## src/lvd_pkg.sv

```systemverilog
// Shared constants, types and helpers for the edit distance block.
package lvd_pkg;

  // Longest query word the cell row can hold
  localparam int MAX_LEN = 32;

  localparam int VAL_W     = 6;
  localparam int CHAR_W    = 8;
  localparam int CFG_IDX_W = 3;
  localparam int CFG_W     = 64;
  localparam int WORDS     = 4;
  localparam int LEN_W     = $clog2(MAX_LEN + 1);

  localparam logic [VAL_W-1:0] SAT_MAX = '1;

  // Configuration register indexes
  typedef enum logic [CFG_IDX_W-1:0] {
    REG_QUERY_LEN = 3'd0,
    REG_CHARS_A   = 3'd1,
    REG_CHARS_B   = 3'd2,
    REG_CHARS_C   = 3'd3,
    REG_CHARS_D   = 3'd4
  } cfg_reg_e;

  // Sequencer states
  typedef enum logic [1:0] {
    S_IDLE,
    S_SWEEP,
    S_DONE
  } seq_state_e;

  // Data handed from one cell to the next as the update wave moves down the row
  typedef struct packed {
    logic              step;  // wave present at this link
    logic [CHAR_W-1:0] ch;    // candidate character being applied
    logic [VAL_W-1:0]  left;  // new value of the cell to the left
    logic [VAL_W-1:0]  diag;  // old value of the cell to the left
  } cell_link_t;

  // Increment that sticks at the top value
  function automatic logic [VAL_W-1:0] sat_inc(input logic [VAL_W-1:0] v);
    sat_inc = (v == SAT_MAX) ? SAT_MAX : v + VAL_W'(1);
  endfunction

endpackage

```

## src/lvd_if.sv

```systemverilog
// Request channels of the edit distance block: character input, result output, configuration.
interface lvd_in_if;
  logic                      valid;
  logic                      ready;
  logic [lvd_pkg::CHAR_W-1:0] ch;
  logic                      no_char;
  logic                      last;

  modport source (output valid, ch, no_char, last, input ready);
  modport sink   (input valid, ch, no_char, last, output ready);
endinterface

interface lvd_out_if;
  logic                      valid;
  logic                      ready;
  logic [lvd_pkg::VAL_W-1:0] distance;
  logic [lvd_pkg::VAL_W-1:0] cand_length;

  modport source (output valid, distance, cand_length, input ready);
  modport sink   (input valid, distance, cand_length, output ready);
endinterface

interface lvd_cfg_if;
  logic                          valid;
  logic                          ready;
  logic [lvd_pkg::CFG_IDX_W-1:0] index;
  logic [lvd_pkg::CFG_W-1:0]     data;

  modport source (output valid, index, data, input ready);
  modport sink   (input valid, index, data, output ready);
endinterface

```

## src/lvd_cell.sv

```systemverilog
// One cell of the row: holds one entry of the distance row and passes the update wave on.
module lvd_cell (
  input  logic                        clk_i,
  input  logic                        rst_ni,
  input  logic                        clear_i,
  input  logic [lvd_pkg::VAL_W-1:0]   init_i,
  input  logic [lvd_pkg::CHAR_W-1:0]  qchar_i,
  input  lvd_pkg::cell_link_t         link_i,
  output lvd_pkg::cell_link_t         link_o,
  output logic [lvd_pkg::VAL_W-1:0]   val_o
);

  logic [lvd_pkg::VAL_W-1:0] val_q;
  logic                      fresh_q;
  logic [lvd_pkg::VAL_W-1:0] cur;
  logic [lvd_pkg::VAL_W-1:0] up_inc;
  logic [lvd_pkg::VAL_W-1:0] left_inc;
  logic [lvd_pkg::VAL_W-1:0] sub_cost;
  logic [lvd_pkg::VAL_W-1:0] min_ul;
  logic [lvd_pkg::VAL_W-1:0] new_val;
  lvd_pkg::cell_link_t       link_q;

  // a fresh cell reads as its start value
  assign cur   = fresh_q ? init_i : val_q;
  assign val_o = cur;

  // min of delete, insert and substitute costs
  always_comb begin
    up_inc   = lvd_pkg::sat_inc(cur);
    left_inc = lvd_pkg::sat_inc(link_i.left);
    sub_cost = (link_i.ch == qchar_i) ? link_i.diag : lvd_pkg::sat_inc(link_i.diag);
    min_ul   = (left_inc < up_inc) ? left_inc : up_inc;
    new_val  = (sub_cost < min_ul) ? sub_cost : min_ul;
  end

  // fresh flag
  always_ff @(posedge clk_i or negedge rst_ni) begin
    if (!rst_ni) begin
      fresh_q <= 1'b1;
    end else if (clear_i) begin
      fresh_q <= 1'b1;
    end else if (link_i.step) begin
      fresh_q <= 1'b0;
    end
  end

  // stored entry
  always_ff @(posedge clk_i) begin
    if (link_i.step) begin
      val_q <= new_val;
    end
  end

  // wave marker and payload to the next cell
  always_ff @(posedge clk_i or negedge rst_ni) begin
    if (!rst_ni) begin
      link_q <= '0;
    end else begin
      link_q.step <= link_i.step;
      link_q.ch   <= link_i.ch;
      link_q.left <= new_val;
      link_q.diag <= cur;
    end
  end

  assign link_o = link_q;

endmodule

```

## src/levenshtein_distance.sv

```systemverilog
// Top level of the edit distance block: configuration, sequencer, cell row and result register.
// Levenshtein distance of a streamed candidate word against a query word of up to MAX_LEN
// bytes held in configuration. Each character request is launched from entry 0 and its
// update then ripples down a row of MAX_LEN cells, one cell per cycle; the next request
// is taken only once the update has left the last cell. A request with no character and
// no last flag is accepted without starting a sweep. A request marked last passes on to
// the done state, which loads the result register once it is free; the register then
// holds the distance and candidate length until taken, and the row is restored at once.
// Values saturate at 63; a query length above MAX_LEN acts as MAX_LEN.
module levenshtein_distance (
  input  logic      clk_i,
  input  logic      rst_ni,
  lvd_in_if.sink    in_i,
  lvd_cfg_if.sink   cfg_i,
  lvd_out_if.source out_o
);

  localparam int N = lvd_pkg::MAX_LEN;

  logic [lvd_pkg::VAL_W-1:0]   query_len_q;
  logic [lvd_pkg::CFG_W-1:0]   qwords_q [lvd_pkg::WORDS];
  logic [lvd_pkg::VAL_W-1:0]   row0_q;
  logic [lvd_pkg::VAL_W-1:0]   count_q;
  logic                        last_q;
  lvd_pkg::seq_state_e         state_q;
  lvd_pkg::seq_state_e         state_d;
  lvd_pkg::cell_link_t         links [N+1];
  lvd_pkg::cell_link_t         link0_q;
  logic [lvd_pkg::VAL_W-1:0]   rows [N+1];
  logic [N:0]                  step_vec;
  logic [lvd_pkg::LEN_W-1:0]   eff_len;
  logic                        in_acc;
  logic                        char_acc;
  logic                        out_free;
  logic                        out_load;
  logic                        clear;
  logic                        out_valid_q;
  logic [lvd_pkg::VAL_W-1:0]   distance_q;
  logic [lvd_pkg::VAL_W-1:0]   cand_q;

  assign in_acc   = in_i.valid && in_i.ready;
  assign char_acc = in_acc && !in_i.no_char;
  assign out_free = !out_valid_q || out_o.ready;

  // configuration registers, always ready
  assign cfg_i.ready = 1'b1;

  always_ff @(posedge clk_i or negedge rst_ni) begin
    if (!rst_ni) begin
      query_len_q <= '0;
      for (int w = 0; w < lvd_pkg::WORDS; w++) begin
        qwords_q[w] <= '0;
      end
    end else if (cfg_i.valid) begin
      case (cfg_i.index)
        lvd_pkg::REG_QUERY_LEN: query_len_q <= cfg_i.data[lvd_pkg::VAL_W-1:0];
        lvd_pkg::REG_CHARS_A:   qwords_q[0] <= cfg_i.data;
        lvd_pkg::REG_CHARS_B:   qwords_q[1] <= cfg_i.data;
        lvd_pkg::REG_CHARS_C:   qwords_q[2] <= cfg_i.data;
        lvd_pkg::REG_CHARS_D:   qwords_q[3] <= cfg_i.data;
        default: ;
      endcase
    end
  end

  // query length clamped to the row
  assign eff_len = (query_len_q > lvd_pkg::VAL_W'(N)) ? lvd_pkg::LEN_W'(N)
                                                     : lvd_pkg::LEN_W'(query_len_q);

  // sequencer: next state
  always_comb begin
    state_d = state_q;
    case (state_q)
      lvd_pkg::S_IDLE: begin
        if (in_acc) begin
          if (!in_i.no_char) begin
            state_d = lvd_pkg::S_SWEEP;
          end else if (in_i.last) begin
            state_d = lvd_pkg::S_DONE;
          end
        end
      end
      lvd_pkg::S_SWEEP: begin
        if (links[N].step) begin
          state_d = last_q ? lvd_pkg::S_DONE : lvd_pkg::S_IDLE;
        end
      end
      lvd_pkg::S_DONE: begin
        if (out_free) begin
          state_d = lvd_pkg::S_IDLE;
        end
      end
      default: state_d = lvd_pkg::S_IDLE;
    endcase
  end

  // sequencer: outputs
  always_comb begin
    in_i.ready = 1'b0;
    out_load   = 1'b0;
    case (state_q)
      lvd_pkg::S_IDLE: in_i.ready = 1'b1;
      lvd_pkg::S_DONE: out_load   = out_free;
      default: ;
    endcase
  end

  assign clear = out_load;

  always_ff @(posedge clk_i or negedge rst_ni) begin
    if (!rst_ni) begin
      state_q <= lvd_pkg::S_IDLE;
    end else begin
      state_q <= state_d;
    end
  end

  always_ff @(posedge clk_i) begin
    if (in_acc) begin
      last_q <= in_i.last;
    end
  end

  // first row entry and candidate count
  always_ff @(posedge clk_i or negedge rst_ni) begin
    if (!rst_ni) begin
      row0_q  <= '0;
      count_q <= '0;
    end else if (clear) begin
      row0_q  <= '0;
      count_q <= '0;
    end else if (char_acc) begin
      row0_q  <= lvd_pkg::sat_inc(row0_q);
      count_q <= lvd_pkg::sat_inc(count_q);
    end
  end

  // launch the update wave into the first cell
  always_ff @(posedge clk_i or negedge rst_ni) begin
    if (!rst_ni) begin
      link0_q <= '0;
    end else begin
      link0_q.step <= char_acc;
      if (char_acc) begin
        link0_q.ch   <= in_i.ch;
        link0_q.left <= lvd_pkg::sat_inc(row0_q);
        link0_q.diag <= row0_q;
      end
    end
  end

  assign links[0] = link0_q;
  assign rows[0]  = row0_q;

  // row of cells, cell j holds entry j
  for (genvar j = 1; j <= N; j++) begin : g_cell
    lvd_cell u_cell (
      .clk_i   (clk_i),
      .rst_ni  (rst_ni),
      .clear_i (clear),
      .init_i  (lvd_pkg::VAL_W'(j)),
      .qchar_i (qwords_q[(j-1)/8][((j-1)%8)*8 +: 8]),
      .link_i  (links[j-1]),
      .link_o  (links[j]),
      .val_o   (rows[j])
    );
  end

  for (genvar k = 0; k <= N; k++) begin : g_step
    assign step_vec[k] = links[k].step;
  end

  // result register
  always_ff @(posedge clk_i or negedge rst_ni) begin
    if (!rst_ni) begin
      out_valid_q <= 1'b0;
    end else if (out_load) begin
      out_valid_q <= 1'b1;
    end else if (out_o.ready) begin
      out_valid_q <= 1'b0;
    end
  end

  always_ff @(posedge clk_i) begin
    if (out_load) begin
      distance_q <= rows[eff_len];
      cand_q     <= count_q;
    end
  end

  assign out_o.valid       = out_valid_q;
  assign out_o.distance    = distance_q;
  assign out_o.cand_length = cand_q;

  // exactly one link carries the wave during a sweep
  a_one_wave: assert property (@(posedge clk_i) disable iff (!rst_ni)
    (state_q == lvd_pkg::S_SWEEP) |-> $onehot(step_vec))
    else $error("update wave lost or duplicated during sweep");

  // no wave outside a sweep
  a_no_stray_wave: assert property (@(posedge clk_i) disable iff (!rst_ni)
    (state_q != lvd_pkg::S_SWEEP) |-> (step_vec == '0))
    else $error("update wave present outside sweep");

  // a result only appears after the done state
  a_result_from_done: assert property (@(posedge clk_i) disable iff (!rst_ni)
    $rose(out_valid_q) |-> $past(state_q == lvd_pkg::S_DONE))
    else $error("result raised without finishing a word");

  // the row is restored once a result is loaded
  a_row_restored: assert property (@(posedge clk_i) disable iff (!rst_ni)
    out_load |=> (row0_q == '0) && (count_q == '0))
    else $error("row not restored after result");

endmodule
```

## src/flat_wrapper.sv

```systemverilog
// flat-port wrapper written by rule: the top's interface ports become plain ports
module levenshtein_distance_flat 
  (clk_i, rst_ni, in_i_valid, in_i_ch, in_i_no_char, in_i_last, in_i_ready, cfg_i_valid, cfg_i_index, cfg_i_data, cfg_i_ready, out_o_valid, out_o_distance, out_o_cand_length, out_o_ready);
  lvd_in_if in_i_i ();
  lvd_cfg_if cfg_i_i ();
  lvd_out_if out_o_i ();
  input  logic clk_i;
  input  logic rst_ni;
  input wire logic [$bits(in_i_i.valid)-1:0] in_i_valid;
  input wire logic [$bits(in_i_i.ch)-1:0] in_i_ch;
  input wire logic [$bits(in_i_i.no_char)-1:0] in_i_no_char;
  input wire logic [$bits(in_i_i.last)-1:0] in_i_last;
  output wire logic [$bits(in_i_i.ready)-1:0] in_i_ready;
  input wire logic [$bits(cfg_i_i.valid)-1:0] cfg_i_valid;
  input wire logic [$bits(cfg_i_i.index)-1:0] cfg_i_index;
  input wire logic [$bits(cfg_i_i.data)-1:0] cfg_i_data;
  output wire logic [$bits(cfg_i_i.ready)-1:0] cfg_i_ready;
  output wire logic [$bits(out_o_i.valid)-1:0] out_o_valid;
  output wire logic [$bits(out_o_i.distance)-1:0] out_o_distance;
  output wire logic [$bits(out_o_i.cand_length)-1:0] out_o_cand_length;
  input wire logic [$bits(out_o_i.ready)-1:0] out_o_ready;
  assign in_i_i.valid = in_i_valid;
  assign in_i_i.ch = in_i_ch;
  assign in_i_i.no_char = in_i_no_char;
  assign in_i_i.last = in_i_last;
  assign in_i_ready = in_i_i.ready;
  assign cfg_i_i.valid = cfg_i_valid;
  assign cfg_i_i.index = cfg_i_index;
  assign cfg_i_i.data = cfg_i_data;
  assign cfg_i_ready = cfg_i_i.ready;
  assign out_o_valid = out_o_i.valid;
  assign out_o_distance = out_o_i.distance;
  assign out_o_cand_length = out_o_i.cand_length;
  assign out_o_i.ready = out_o_ready;
  levenshtein_distance u_core (.clk_i(clk_i), .rst_ni(rst_ni), .in_i(in_i_i), .cfg_i(cfg_i_i), .out_o(out_o_i));
endmodule
```

## config.mk

```make
export PLATFORM = sky130hd
export DESIGN_NAME = levenshtein_distance_flat
export DESIGN_NICKNAME = d
export VERILOG_FILES = /design/src/lvd_pkg.sv /design/src/lvd_if.sv /design/src/lvd_cell.sv /design/src/levenshtein_distance.sv /design/src/flat_wrapper.sv
export SDC_FILE = /design/constraint.sdc
export NUM_CORES = 2
export LEC_CHECK = 0
export CAP_MARGIN = 20
export CELL_PAD_IN_SITES_DETAIL_PLACEMENT = 0
export CELL_PAD_IN_SITES_GLOBAL_PLACEMENT = 1
export CORE_ASPECT_RATIO = 0.7
export CORE_UTILIZATION = 40
export DETAILED_ROUTE_END_ITERATION = 8
export DONT_BUFFER_PORTS = 1
export GPL_TIMING_DRIVEN = 0
export PLACE_DENSITY_LB_ADDON = 0.25
export SLEW_MARGIN = 10
export SYNTH_ARGS = -nofsm -noshare
export SYNTH_HDL_FRONTEND = slang
export SYNTH_SLANG_ARGS = --single-unit
```

## constraint.sdc

```tcl
create_clock -name clk_i -period 4.56 [get_ports clk_i]
set_input_delay 0.456 -clock clk_i [delete_from_list [all_inputs] [get_ports clk_i]]
set_output_delay 0.456 -clock clk_i [all_outputs]
set_load 0.005 [all_outputs]
```

==> summary.md <==
| Metric | Value |
|---|---|
| Hold Crit Start | cfg_i_index[0] |
| Syn avg cell area | ~11 µm² |
| Slew Limit Fails | 0 |
| Worst-Skew Late Latency | a little under 0.8 ns |
| CTS Buffer Depth | 3 |
| Die width | 487 µm |
| Area grow syn2layout | 18.7% |
| Post-synth ARST share | 82.7% |
| Grt met3 use | 4.75% |
| DIE HEIGHT | roughly 340 µm |
| Largest net degree at the start of global routing | approximately 980 |
| CP cell instances | or2_4 > ha_4 > and3_4 > mux2_4 > nor2_4 > ha_4 > a21o_1 > a21oi_4 > nor3_2 > a211o_1 > ha_1 > and3_4 > a221o_1 > or2_4 > a221oi_4 > or2_4 > mux2i_4 |
| GR Util met1 | 36.8% |
| Skew final | 0.0805 ns |
| Clock-pin transition on the worst setup and hold timing paths | 0.07 ns |
| CP Depth | 17 |
| CTS tree | built |
| Failing checks | setup timing |
| Hold_ws | approximately 0.055 ns |
| Routability Congestion | just under 0.9 |
| Slowest CP cell | dfstp_2 |
| Status | complete, but fails checks |
| Yosys Warn Count | 0 |
| Total Neg Setup Slack | -0.0111 ns |
| Worst Setup Slack, final | -0.0111 ns |
| Depth of the most critical reg-to-reg path | 17 |
| H-tree Lvls | 3 |
| Effective utilization at floorplan | 40.3% |
| DR iter-0 viols | 3607 |
| Sequential cell area fraction in the yosys report | 46.6% |
| WL/cell | around 22 µm |
| Clock Sinks | 1187 |
| Met2 GRT Util | between 30% and 40% |
| Placed insts | 8231 |
| Inserted Clock Buffers | approximately 120 |
| Top_reg_cell synth | dfrtp_1 |
| Arrival @ worst endpoint | 5.17 ns |
| Worst R2R Setup Slack | -0.01 ns |
| PortBufs | 0 |
| R2r startpoint | u_core.g_cell[19].u_cell.fresh_q |
| Via count | between 40000 and 50000 |
| Post-synth cell types | 95 |
| Hold path cells | 3 |
| Final hold violations | 0 |
| Drt via density | 5.40 |
| Relative slew slack | 23.4% |
| Syn_nets | 6509 |
| Routed Antenna Nets | 0 |
| Vias in the first global route | 44500 |
| Number of flops mapped to enable cells by yosys | 205 |
| GR peak layer | met1 |
| Initial DRT Pass Iterations | 5 |
| Minimum clock period | 4.57 ns |
| Crit share post-route | 100% |
| Global-route wire length before repair | 285 mm |
| Max Cap Violations | 0 |
| Final wirelength | 194 mm |
| Row cnt | approximately 120 |
| # fillers | 14800 |
| R2R Path End | u_core.g_cell[19].u_cell.val_q[5] |
| Final setup violation count | 1 |
| WS Path Type | reg2reg |
| Clk Tree Root Cell | clkbuf_16 |
| Synth Cell Area | 66000 µm² |
| Fin util | 47.9% |
| Core box area | 164000 µm² |
| Residual DRC | 0 |
| Gate Count Post-Synth | 6022 |
| Crit path launch type | register |
| Ports | 97 |
| CP required | 5.16 ns |
| Layout cells sized above 1 | 21.6% |
| CP Buf/Inv Count | 0 |
| Hold path endpoint | u_core.query_len_q[0] |
| Non-filler cells, final | roughly 8700 |
| Max incr delay on CP | approximately 0.59 ns |
| Setup crit end kind | register |
| Initial antenna violation count | 22 |
| Max Fclk | 219 MHz |
| Crit Path Max Fanout | 6 |
| Worst hold path type | in2reg |
| Tot GR Track Use | 22.8% |
| Crit path top cell by count | or2_4 |
| Hpwl dp | 145 mm |
| Slew of the pin with the lowest slew margin | 1.15 ns |
| GRT overflow | 0 |
| DIE AREA | 167000 µm² |
| RSZ-0062 raised after global routing | yes |
| Synthesis-stage register bit count | roughly 1200 |
| Crit-path leading delay family | compound AO/OA/AOI/OAI gates |
| Nets | 6912 |
## placed cells by master (no fill, tap or decap), types with 122 or more instances in the layout
cell,count
a21oi_1,148
o21ai_0,138
mux2i_1,333
ha_1,364
nand2b_1,164
edfxtp_1,205
nand2_1,411
nand3_1,199
nor2_1,305
clkbuf_16,122
inv_1,440
mux2_2,329
buf_4,208
xor2_1,288
dfrtp_1,950
## worst min-delay path, delay by kind of cell
family	cells	cell delay, ns
AND/OR/NAND/NOR	1	0.02
AO/OA/AOI/OAI	1	0.14
buffers and inverters	1	0.17
## state kept, by name, summed over array words and instances, names as in the netlist
register,count
u_core.count_q,6
u_core.g_cell.u_cell.fresh_q,32
u_core.g_cell.u_cell.link_o,652
u_core.row0_q,6
u_core.out_o.cand_length,6
u_core.query_len_q,6
u_core.state_q,2
u_core.out_o.valid,1
u_core.qwords_q,256
u_core.g_cell.u_cell.val_q,192
u_core.last_q,1
u_core.out_o.distance,6
u_core.link0_q,21
## final cells by class
class / instances / area, µm² / share of cell area (%)
diodes: 1 / 2.50 / 0.00319
plain buffers: 72 / 377 / 0.481
clock buffers: 176 / 3490 / 4.45
clock inverters: 43 / 513 / 0.655
inverters: 456 / 1720 / 2.20
multi-input cells: 4284 / 36000 / 46.0
flip-flops and latches: 1187 / 30800 / 39.3
well taps: 2205 / 2760 / 3.52
repair buffers: 306 / 2700 / 3.45
## logic make-up (layout without fill, tap and decap cells)
family                     Yosys count  count (layout)  synth area share, %
AOI/OAI and AO/OA                  831             831                 8.72
xor gates and xnor gates           347             347                 4.61
adders and majority gates          405             405                 7.68
buffers and inverters              551            1053                 3.26
DFF                               1187            1187                 46.6
muxes                              856             856                 14.6
other                                1               2              0.00568
and+or+nand+nor                   1844            1844                 14.5
## per-stage QoR
stage	setup slack [ns]	instance area, µm²
3_5_place_dp	-1.01	68800
4_1_cts	-0.00854	75200
2_1_floorplan	0.00753	66000
5_1_grt	-0.132	78300
6_report	-0.0111	78300
3_3_place_gp	-0.905	68800
## Yosys cell counts (all sizes together), types with 11 or more instances
cell type | count | area, µm²
a211oi | 20 | 155
a21boi | 19 | 143
a21o | 108 | 811
a21oi | 181 | 917
a31o | 14 | 123
a31oi | 70 | 463
a41oi | 18 | 165
and2 | 51 | 319
and3 | 131 | 820
and4 | 65 | 569
buf | 35 | 215
clkbuf | 60 | 225
dfrtp | 950 | 23800
dfstp | 32 | 841
edfxtp | 205 | 6160
ha | 405 | 5070
inv | 455 | 1710
mux2 | 336 | 3780
mux2i | 469 | 4690
mux4 | 51 | 1160
nand2 | 418 | 1570
nand2b | 179 | 1130
nand3 | 201 | 1010
nand4 | 63 | 394
nor2 | 351 | 1320
nor2b | 115 | 722
nor3 | 68 | 340
nor4 | 64 | 413
o2111a | 13 | 146
o2111ai | 15 | 131
o211ai | 18 | 135
o21a | 53 | 398
o21ai | 175 | 880
o22ai | 12 | 81.3
o31ai | 33 | 373
or2 | 89 | 557
or3 | 11 | 73.8
xnor2 | 59 | 517
xor2 | 288 | 2520
## worst max path at each step
| stage | startpoint | endpoint | slack, ns |
|---|---|---|---|
| 3_3_place_gp | u_core.g_cell[16].u_cell.fresh_q | u_core.g_cell[16].u_cell.val_q[5] | -0.90 |
| 6_report | u_core.g_cell[19].u_cell.fresh_q | u_core.g_cell[19].u_cell.val_q[5] | -0.01 |
| 3_5_place_dp | u_core.g_cell[16].u_cell.fresh_q | u_core.g_cell[16].u_cell.val_q[4] | -1.01 |
| 2_1_floorplan | u_core.g_cell[24].u_cell.fresh_q | u_core.g_cell[24].u_cell.val_q[1] | 0.008 |
| 4_1_cts | u_core.g_cell[16].u_cell.fresh_q | u_core.g_cell[16].u_cell.val_q[4] | -0.009 |
| 5_1_grt | u_core.g_cell[19].u_cell.fresh_q | u_core.g_cell[19].u_cell.val_q[5] | -0.13 |
## layer usage
metal	wire length, µm	vias up
met5	13	-
met4	3190	2
met3	12900	168
met2	77000	1095
met1	100000	23600
li1	-	22300
## timing repair
| item | 4_1_cts | 5_1_grt |
|---|---|---|
| hold buffers | 78 | 2 |
| pin swaps | 50 | 130 |
| setup buffers | 73 | 146 |
| resized for setup | 257 | 390 |
| gates cloned | 0 | 0 |
| hold endpoints to repair | 1256 | 391 |
| endpoints found under the setup margin | 306 | 330 |
Power is left out: the tool's default activity adds up to more than one toggle a clock period on the data nets, which glitch-free logic cannot reach.
